===== config.mk =====
export PLATFORM = sky130hd
export DESIGN_NAME = sound_unit_control_status_timing
export DESIGN_NICKNAME = d
export VERILOG_FILES = /design/src/hdl/sucst_pkg.sv /design/src/hdl/sound_unit_control_status_timing.sv
export SDC_FILE = /design/constraint.sdc
export NUM_CORES = 1
export LEC_CHECK = 0
export BUFFER_PORTS_ARGS = -buffer_cell sky130_fd_sc_hd__buf_2
export CELL_PAD_IN_SITES_DETAIL_PLACEMENT = 0
export CELL_PAD_IN_SITES_GLOBAL_PLACEMENT = 1
export CORE_UTILIZATION = 40
export DETAILED_ROUTE_END_ITERATION = 6
export PLACE_DENSITY = 0.69
export SLEW_MARGIN = 10
export SYNTH_ARGS = -nofsm -noshare
export SYNTH_HDL_FRONTEND = slang
export SYNTH_SLANG_ARGS = --single-unit

===== constraint.sdc =====
create_clock -name clk -period 6.44 [get_ports clk]
set_clock_uncertainty 0.1 [all_clocks]
set_input_delay 1.932 -clock clk [delete_from_list [all_inputs] [get_ports clk]]
set_output_delay 1.932 -clock clk [all_outputs]
set_load 0.005 [all_outputs]

===== src/hdl/sucst_pkg.sv =====
// Shared types and constants for the sound unit control/status timing block.
// No dependencies; imported by sound_unit_control_status_timing.
package sucst_pkg;

	// Item kinds carried in the input tuser field
	typedef enum logic [1:0] {
		MODE_CTRL_WRITE = 2'd0,
		MODE_TICK       = 2'd1,
		MODE_DMA_NOTE   = 2'd2,
		MODE_IRQ_RAISE  = 2'd3
	} mode_t;

	// Field widths
	localparam int unsigned WordW   = 16;
	localparam int unsigned ModeW   = 6;
	localparam int unsigned ApplyW  = 10;
	localparam int unsigned BusyW   = 12;
	localparam int unsigned InDataW = 56;
	localparam int unsigned OutDataW = 40;

	// Mode register decode
	localparam logic [ModeW-1:0] XferMask     = 6'h30;
	localparam logic [ModeW-1:0] XferDmaWrite = 6'h20;
	localparam logic [ModeW-1:0] XferDmaRead  = 6'h30;

	// Control word enable bits
	localparam int unsigned CtlIrqEnBit  = 6;
	localparam int unsigned CtlUnitEnBit = 15;

	// Status word bits
	localparam int unsigned StIrqBit   = 6;
	localparam int unsigned StDmaReq   = 7;
	localparam int unsigned StDmaWrReq = 8;
	localparam int unsigned StDmaRdReq = 9;
	localparam int unsigned StBusyBit  = 10;

	// Timing
	localparam logic [ApplyW-1:0] DelayCycles = 10'h300;
	localparam logic [WordW-1:0]  WordCap     = 16'h0100;
	localparam logic [BusyW-1:0]  BusyMax     = 12'd2816;

endpackage


===== src/hdl/sound_unit_control_status_timing.sv =====
// Control/status timing of a sound unit: state update and status compose.
// Depends on sucst_pkg (types, field widths, timing constants).
//
// Usage:
//   Input stream (s_axis_*): one item per transfer. tuser carries the item
//   kind (control write, time tick, DMA note, interrupt raise); tdata carries
//   the operands. Output stream (m_axis_*): exactly one result per input
//   item, in order: the status word, the interrupt request and the control
//   readback, all taken after that item's update.
//   Flow: an accepted item waits in the input register until the output
//   register is free or drains, then its result is loaded into the output
//   register and offered there. Throughput: one item per cycle while the
//   receiver does not stall; the update is a few compares and subtracts
//   between the input register and the output register, and the state
//   registers close the loop on the same edge that loads the output register.
//   When the receiver stalls, the output register holds its result and the
//   input register holds one more item; s_axis_tready drops only when both
//   are full.
//   Reset (arst_n low, asynchronous): all state clears to zero, both
//   registers empty, no result pending.
module sound_unit_control_status_timing
	import sucst_pkg::*;
(
	input  logic                clk,
	input  logic                arst_n,
	input  logic                s_axis_tvalid,
	output logic                s_axis_tready,
	// [15:0] write_value, [31:16] tick_cycles, [32] dma_from_ram,
	// [48:33] dma_words, [55:49] zero
	input  logic [InDataW-1:0]  s_axis_tdata,
	// [1:0] mode
	input  logic [1:0]          s_axis_tuser,
	output logic                m_axis_tvalid,
	input  logic                m_axis_tready,
	// [15:0] status_word, [16] irq_request, [32:17] control_readback,
	// [39:33] zero
	output logic [OutDataW-1:0] m_axis_tdata
);

	// Input register
	logic             valid_s1;
	mode_t            mode_s1;
	logic [WordW-1:0] write_value_s1;
	logic [WordW-1:0] tick_cycles_s1;
	logic             dma_from_ram_s1;
	logic [WordW-1:0] dma_words_s1;

	// Unit state
	logic [WordW-1:0]  control_word_q;
	logic [ModeW-1:0]  pending_mode_q;
	logic [ModeW-1:0]  applied_mode_q;
	logic [ApplyW-1:0] apply_countdown_q;
	logic [ApplyW-1:0] warmup_countdown_q;
	logic [BusyW-1:0]  busy_countdown_q;
	logic              irq_flag_q;

	// Next state
	logic [WordW-1:0]  control_word_d;
	logic [ModeW-1:0]  pending_mode_d;
	logic [ModeW-1:0]  applied_mode_d;
	logic [ApplyW-1:0] apply_countdown_d;
	logic [ApplyW-1:0] warmup_countdown_d;
	logic [BusyW-1:0]  busy_countdown_d;
	logic              irq_flag_d;

	logic             advance;
	logic             both_en_d;
	logic             apply_done;
	logic [8:0]       words_capped;
	logic [BusyW-1:0] dma_len;
	logic             dma_match;
	logic             wr_req;
	logic             rd_req;
	logic [WordW-1:0] status_d;
	logic             irq_req_d;

	// Handshake: stage 1 moves on when the output register is free or drains
	assign advance       = valid_s1 && (!m_axis_tvalid || m_axis_tready);
	assign s_axis_tready = !valid_s1 || advance;

	always_ff @(posedge clk or negedge arst_n) begin
		if (!arst_n) begin
			valid_s1 <= 1'b0;
		end else if (s_axis_tready) begin
			valid_s1 <= s_axis_tvalid;
		end
	end

	always_ff @(posedge clk) begin
		if (s_axis_tready && s_axis_tvalid) begin
			mode_s1         <= mode_t'(s_axis_tuser);
			write_value_s1  <= s_axis_tdata[15:0];
			tick_cycles_s1  <= s_axis_tdata[31:16];
			dma_from_ram_s1 <= s_axis_tdata[32];
			dma_words_s1    <= s_axis_tdata[48:33];
		end
	end

	// DMA busy length: 768 + 8 per word, words capped
	assign words_capped = (dma_words_s1 < WordCap) ? dma_words_s1[8:0] : WordCap[8:0];
	assign dma_len      = BusyW'(DelayCycles) + {words_capped, 3'b000};
	assign dma_match    = (dma_from_ram_s1 && ((applied_mode_q & XferMask) == XferDmaWrite)) ||
		(!dma_from_ram_s1 && ((applied_mode_q & XferMask) == XferDmaRead));
	assign apply_done   = (apply_countdown_q != '0) &&
		(tick_cycles_s1 >= WordW'(apply_countdown_q));

	// State update for the item in stage 1
	always_comb begin
		control_word_d     = control_word_q;
		pending_mode_d     = pending_mode_q;
		applied_mode_d     = applied_mode_q;
		apply_countdown_d  = apply_countdown_q;
		warmup_countdown_d = warmup_countdown_q;
		busy_countdown_d   = busy_countdown_q;
		irq_flag_d         = irq_flag_q;
		case (mode_s1)
			MODE_CTRL_WRITE: begin
				control_word_d    = write_value_s1;
				if (!(write_value_s1[CtlIrqEnBit] && write_value_s1[CtlUnitEnBit]))
					irq_flag_d = 1'b0;
				pending_mode_d    = write_value_s1[ModeW-1:0];
				apply_countdown_d = DelayCycles;
			end
			MODE_TICK: begin
				// apply, warmup and busy countdowns; on apply completion load the new mode and reload warmup
				if (apply_done) begin
					apply_countdown_d  = '0;
					applied_mode_d     = pending_mode_q;
					warmup_countdown_d = ((pending_mode_q & XferMask) == XferDmaRead) ?
						DelayCycles : '0;
				end else begin
					if (apply_countdown_q != '0)
						apply_countdown_d = apply_countdown_q - tick_cycles_s1[ApplyW-1:0];
					if (warmup_countdown_q != '0) begin
						if (tick_cycles_s1 >= WordW'(warmup_countdown_q))
							warmup_countdown_d = '0;
						else
							warmup_countdown_d = warmup_countdown_q -
								tick_cycles_s1[ApplyW-1:0];
					end
				end
				if (busy_countdown_q != '0) begin
					if (tick_cycles_s1 >= WordW'(busy_countdown_q))
						busy_countdown_d = '0;
					else
						busy_countdown_d = busy_countdown_q - tick_cycles_s1[BusyW-1:0];
				end
			end
			MODE_DMA_NOTE: begin
				if (dma_match && (dma_words_s1 != '0) && (dma_len > busy_countdown_q))
					busy_countdown_d = dma_len;
			end
			MODE_IRQ_RAISE: begin
				irq_flag_d = 1'b1;
			end
			default: begin
			end
		endcase
	end

	// Status composition from the updated state
	assign both_en_d = control_word_d[CtlIrqEnBit] && control_word_d[CtlUnitEnBit];
	assign wr_req    = (applied_mode_d & XferMask) == XferDmaWrite;
	assign rd_req    = ((applied_mode_d & XferMask) == XferDmaRead) &&
		(warmup_countdown_d == '0) && (apply_countdown_d == '0);
	assign irq_req_d = irq_flag_d && both_en_d;

	always_comb begin
		status_d              = '0;
		status_d[ModeW-1:0]   = applied_mode_d;
		status_d[StIrqBit]    = irq_flag_d;
		status_d[StDmaReq]    = wr_req || rd_req;
		status_d[StDmaWrReq]  = wr_req;
		status_d[StDmaRdReq]  = rd_req;
		status_d[StBusyBit]   = (apply_countdown_d != '0) || (warmup_countdown_d != '0) ||
			(busy_countdown_d != '0);
	end

	// State registers
	always_ff @(posedge clk or negedge arst_n) begin
		if (!arst_n) begin
			control_word_q     <= '0;
			pending_mode_q     <= '0;
			applied_mode_q     <= '0;
			apply_countdown_q  <= '0;
			warmup_countdown_q <= '0;
			busy_countdown_q   <= '0;
			irq_flag_q         <= 1'b0;
		end else if (advance) begin
			control_word_q     <= control_word_d;
			pending_mode_q     <= pending_mode_d;
			applied_mode_q     <= applied_mode_d;
			apply_countdown_q  <= apply_countdown_d;
			warmup_countdown_q <= warmup_countdown_d;
			busy_countdown_q   <= busy_countdown_d;
			irq_flag_q         <= irq_flag_d;
		end
	end

	// Output register
	always_ff @(posedge clk or negedge arst_n) begin
		if (!arst_n) begin
			m_axis_tvalid <= 1'b0;
		end else if (advance) begin
			m_axis_tvalid <= 1'b1;
		end else if (m_axis_tready) begin
			m_axis_tvalid <= 1'b0;
		end
	end

	always_ff @(posedge clk) begin
		if (advance)
			m_axis_tdata <= {7'b0, control_word_d, irq_req_d, status_d};
	end

	// Checks
	a_apply_bound: assert property (@(posedge clk) disable iff (!arst_n)
		apply_countdown_q <= DelayCycles)
		else $error("apply countdown above delay");

	a_busy_bound: assert property (@(posedge clk) disable iff (!arst_n)
		busy_countdown_q <= BusyMax)
		else $error("busy countdown above longest DMA length");

	a_irq_raise: assert property (@(posedge clk) disable iff (!arst_n)
		advance && (mode_s1 == MODE_IRQ_RAISE) |=> irq_flag_q && m_axis_tdata[StIrqBit])
		else $error("interrupt raise not reflected");

	a_ready_when_empty: assert property (@(posedge clk) disable iff (!arst_n)
		!m_axis_tvalid |-> s_axis_tready)
		else $error("input stalled with empty output register");

endmodule


# Word-level counts from Yosys, hierarchy flattened
# Cells that the tools add are included.
# totals
out_inout_bits,42
regBits,142
input_bits,62
elab_cells,85
# classes
muxes,20
n_reduce_logical,33
addsub,4
eq_ne,8
magnitude_cmp,5
# op_table
cell,n
2-to-1 mux 10 bit,7
nonzero test 10 bit,4
2-to-1 mux 12 bit,3
>= comparator 16 x 10 -> 1 bit,2
one-hot mux 12 bit (2 select lines),1
nonzero test 12 bit,2
zero test 10 bit,2
one-hot mux 10 bit (2 select lines),1
subtractor 10 bit,2
>= comparator 16 x 12 -> 1 bit,1
< comparator 16 x 9 -> 1 bit (second input constant),1
2-to-1 mux 16 bit,1
nonzero test 16 bit,1
equality test 2 bit (second input constant),7
adder 10 x 12 -> 12 bit (first input constant),1
> comparator 12 bit,1
logical AND 1 bit,12
2-to-1 mux 6 bit,2
subtractor 12 bit,1
2-to-1 mux 9 bit,1
logical OR 1 bit,6
zero test 1 bit,3
2-to-1 mux 1 bit,3
equality test 2 x 1 -> 1 bit (second input constant),1
other kinds (4),4

# Logic depth before layout (Yosys ltp)
# logic_depth
ltp_word,9
depth_mapped,15
mapped_depth_nobuf,14

# Worst setup path after synthesis
# OpenSTA, ideal clock, no wires.
# synth_timing
path_kind,flip-flop to flip-flop
start,reg dma_words_s1[11]
end,reg m_axis_tdata[10] (data pin)
slack_ns,1.763
synth_period_minus_slack_ns,4.677
setup_time_ns,0.272
arrival_ns,4.305
path_stages_with_launch,16
path_buffers,1
required_time_ns,6.068
path_cell_list,edfxtp_1 -> or4_1 -> nor2_1 -> clkbuf_1 -> nand2_1 -> ha_1 -> inv_1 -> ha_1 -> a211oi_1 -> nor2_1 -> a2111oi_0 -> o32ai_1 -> a211oi_1 -> o221ai_1 -> or4_1 -> or4_1
# synth_between
elab_chain_cells,9
elab_cells_between_ends,11
classes_between,add/sub (1); order compare (2); mux (3); reduce/logical (5)
# synth_lines
item,line_no,source
start: declaration,sound_unit_control_status_timing.sv:46,logic [WordW-1:0] dma_words_s1;
start signal: assignment,sound_unit_control_status_timing.sv:95,dma_words_s1 <= s_axis_tdata[48:33];
< comparator 16 x 9 -> 1 bit,sound_unit_control_status_timing.sv:100,assign words_capped = (dma_words_s1 < WordCap) ? dma_words_s1[8:0] : WordCap[8:0];
2-to-1 mux 9 bit,sound_unit_control_status_timing.sv:100,
adder 10 x 12 -> 12 bit,sound_unit_control_status_timing.sv:101,"assign dma_len = BusyW'(DelayCycles) + {words_capped, 3'b000};"
> comparator 12 bit,sound_unit_control_status_timing.sv:150,if (dma_match && (dma_words_s1 != '0) && (dma_len > busy_countdown_q))
logical AND 1 bit,sound_unit_control_status_timing.sv:150,
2-to-1 mux 12 bit (*),sound_unit_control_status_timing.sv:150,
one-hot mux 12 bit (2 select lines) (*),sound_unit_control_status_timing.sv:116,case (mode_s1)
nonzero test 12 bit (*),sound_unit_control_status_timing.sv:176,(busy_countdown_d != '0);
logical OR 1 bit (*),sound_unit_control_status_timing.sv:175,status_d[StBusyBit] = (apply_countdown_d != '0) || (warmup_countdown_d != '0) ||
via status_d[10],sound_unit_control_status_timing.sv:74,logic [WordW-1:0] status_d;
end signal: assignment,sound_unit_control_status_timing.sv:213,"m_axis_tdata <= {7'b0, control_word_d, irq_req_d, status_d};"
end: declaration,sound_unit_control_status_timing.sv:37,output logic [OutDataW-1:0] m_axis_tdata
# The timed path passes the listed nets; every way through them passes the cells marked *.
# A chain may end at the register's enable or synchronous reset.

# Final worst setup path
# layout_timing
start,reg dma_words_s1[14]
end,reg m_axis_tdata[10] (data pin)
# The elaborated chain is that of the path after synthesis.

==> summary.md <==
| Metric | Value |
|---|---|
| Status | `finished, final reports clean` |
| CP Launch Type | `register` |
| Tcrit/Tclk final | `82.8%` |
| Worst-Skew Late Latency | `0.42 ns` |
| Pwr/cell area | `282 nW/µm²` |
| CTS tree | `built` |
| Root Driver | `clkbuf_16` |
| Placer Congestion | `0.858` |
| Worst path bufs/invs | `0` |
| Bufs on Longest Clock Path | `2` |
| Diodes inserted | `0` |
| Grt ovf | `0` |
| Setup bufs post-CTS | `0` |
| Layout cells sized above 1 | `19.3%` |
| Number of placement rows | `51` |
| Hold Vio Cnt, Final | `0` |
| First-pass GRT wire length | `30.6 mm` |
| Drt initial violations | `231` |
| Tmin final | `5.33 ns` |
| Metal-1 WL | `8.65 mm` |
| Post-synth EDFFs | `79` |
| Post-Synth Simple-Gate Area | `14.2%` |
| Maximum clock frequency | `188 MHz` |
| CTS clk-pin slew, worst paths | `0.06 ns` |
| ANT nets after route | `0` |
| GRT Util Overall | `19.6%` |
| Initial Utilization | `41.3%` |
| Asr flop ratio synth | `44.4%` |
| Chip height | `144 µm` |
| Met3 WL | `554 µm` |
| Avg Inst Size Synth | `10.8 µm²` |
| Post-Synth Adder-Cell Area | `12.3%` |
| Worst ir drop on vdd | `0.188 mV` |
| Placed Cells | `1089` |
| Mapped cell area | `8110 µm²` |
| Core area | `19700 µm²` |
| Mux cell area share after synthesis | `4.38%` |
| Post-Synthesis Cells | `751` |
| Die ar. | `20800 µm²` |
| Synth warn | `0` |
| Top FF cell, synth | `edfxtp_1` |
| CP cell instances | `or4_1 > nor2_1 > nand2_1 > ha_1 > xor2_1 > ha_1 > nand4_1 > nor3_1 > a2111oi_0 > o32ai_1 > a211oi_1 > o221ai_1 > or4_1 > or4_1` |
| Max-slew headroom | `34.2%` |
| Req. time, crit path | `6.49 ns` |
| Vias in the first global route | `6000` |
| Crit path max fanout | `12` |
| Crit-path most repeated cell | `or4_1` |
| Final setup TNS | `0 ns` |
| DPL Wire Length | `14.8 mm` |
| Min Hold Slack | `0.378 ns` |
| Compound-Gate Fraction of Synth Area | `12.6%` |
| Setup Viol. Count Final | `0` |
| Final non-filler cell total | `1121` |
| CP peak stage delay | `0.83 ns` |
| Post-place setup slack | `1.10 ns` |
| Crit path arrival time | `5.38 ns` |
| Area delta synth->final | `15.6%` |
| Clock sinks | `142` |
| Slowest stage cell, crit path | `a2111oi_0` |
| Largest net degree at the start of global routing | `38` |
| Drt pass-1 iters | `4` |
| CTS H-tree lvls | `4` |
| Hold Crit Class | `reg -> reg` |
| WL met2 | `9.85 mm` |
| Largest family of logic cells by synthesized area | `simple AND/OR/NAND/NOR gates` |
| Num CTS Buffers | `17` |
| Worst Setup Slack, final | `1.11 ns` |
| Post-synthesis sequential area ratio | `48.7%` |
| # Max-Cap Violations | `0` |
| Nets | `983` |
| Synth area leader | `edfxtp_1` |
| Chip Width | `144 µm` |
| Initial antenna violation count | `0` |
| Drt drc | `0` |
| Worst setup EP type | `register` |
| Hold Buf Count CTS | `0` |
| DR vias/cell | `5.22` |
| Fillers | `1858` |
| Routed len/inst | `17.3 µm` |
| P_leak | `0.00408 µW` |
| CP Class | `reg -> reg` |
| Least-Margin Pin Slew | `0.961 ns` |
| Largest cells by area after synthesis | `edfxtp_1, dfrtp_1, ha_1` |
| PostCTS Resize Cnt | `0` |
| Area fraction of the dominant cell type after synthesis | `29.3%` |
| Vias | `5851` |
| Delay-heaviest family, CP | `simple AND/OR/NAND/NOR gates` |
| Total Wirelength | `19.4 mm` |
| XOR/XNOR Fraction of Synth Area | `3.21%` |
| Fin. max-slew vios | `0` |
| RSZ-0062 raised after global routing | `false` |
| Top Layer Used | `met4` |
| IO Pins | `104` |
| Port Buffer Count | `84` |
| Count of cell types in the netlist | `77` |
| Synth Register Bits | `142` |
flip-flops by register name, summed over array words and instances, names as in the netlist:
name and cells:
applied_mode_q 6, apply_countdown_q 10, busy_countdown_q 12, control_word_q 16, dma_from_ram_s1 1, dma_words_s1 16
irq_flag_q 1, m_axis_tdata 28, m_axis_tvalid 1, mode_s1 2, pending_mode_q 6, tick_cycles_s1 16
valid_s1 1, warmup_countdown_q 10, write_value_s1 16
cells in the final DEF, fill, tap and decap left out, types with 6 or more instances in the layout:
cell       count
a211oi_1       8
nand2b_1      13
dfrtp_1       63
and2_1         6
nand2_1       92
nand4_1        9
o21a_1         6
a21oi_1       30
mux2_2        28
a22o_1         6
a21o_1        10
buf_2         84
nand3_1       13
edfxtp_1      79
or4_1          7
nor3_1        20
o21ai_0       45
ha_1          75
inv_1         59
xor2_1        14
nor2_1        31
xnor2_1       12
conb_1        12
nor4_1         8
clkbuf_16     17
path summary, 6_finish.rpt:
kind                              startpoint             endpoint  slack, ns  cells past startpoint
setup / recovery            dma_words_s1[14]     m_axis_tdata[10]       1.11                     14
hold / removal             applied_mode_q[1]    applied_mode_q[1]       0.38                      2
setup reg to reg            dma_words_s1[14]     m_axis_tdata[10]       1.11                     14
hold reg to reg            applied_mode_q[1]    applied_mode_q[1]       0.38                      2
max in group asynchronous             arst_n    applied_mode_q[4]       3.80                      2
min in group asynchronous             arst_n  busy_countdown_q[0]       1.45                      1
stage by stage:
step,util (%),power (µW),cell area [µm²]
finish,47.7,2640,9380
global route,47.7,2770,9380
CTS,47.7,2670,9380
detailed placement,44.8,1700,8800
global placement,44.8,1680,8800
floorplan,-,1530,8150
cell usage after synthesis, drive strengths merged (3+ instances only):
cell type / instances
nand2: 92
nor2: 31
o21a: 6
ha: 75
mux2: 28
and3: 5
nand3: 13
fa: 3
and2: 7
a21o: 10
a21oi: 31
a31oi: 5
a211o: 3
dfrtp: 63
xnor2: 13
mux2i: 4
inv: 60
nor3: 20
o221ai: 4
o211ai: 3
o21ai: 48
nor2b: 4
or4: 9
xor2: 15
a22o: 7
edfxtp: 79
a211oi: 9
nand4: 9
buf: 13
clkbuf: 14
nand2b: 13
or3: 5
nor4: 11
power breakdown:
group | switching [µW] | internal [µW] | leakage (µW)
sequential | 70.3 | 1110 | 0.00159
clock | 439 | 527 | 0.000285
combinational | 280 | 211 | 0.00221
worst reg2reg max path, delay by kind of cell, from the launching register on:
| family | cells | cell delay, ns |
|---|---|---|
| AND/OR/NAND/NOR | 7 | 2.39 |
| AO/OA/AOI/OAI | 4 | 1.48 |
| XOR/XNOR | 1 | 0.17 |
| adder cells (fa/ha/maj) | 2 | 0.55 |
| flip-flops | 1 | 0.36 |
cell families (layout without fill, tap and decap cells):
kind of cell	count (synthesis)	after routing
simple gates	229	229
compound gates	154	154
flops	142	142
buf+inv	87	181
fa+ha+maj	78	78
mux	32	32
xor+xnor	28	28
other cells	1	12
layout make-up:
type,instances,area [µm²],area share [%]
clock inverters,14,141,1.51
well taps,265,332,3.54
repair buffers,89,458,4.88
multi-input cells,533,3830,40.9
clock buffers,18,439,4.68
flip-flops and latches,142,3950,42.1
inverters,60,225,2.40
layer usage:
metal / vias to the layer above / GRT usage [%]
met3: 25 / 3.01
met4: 0 / 7.15
met1: 2808 / 24.5
li1: 2894 / -
met5: - / 0
met2: 124 / 34.1
Power figures use the tool's default switching activity.
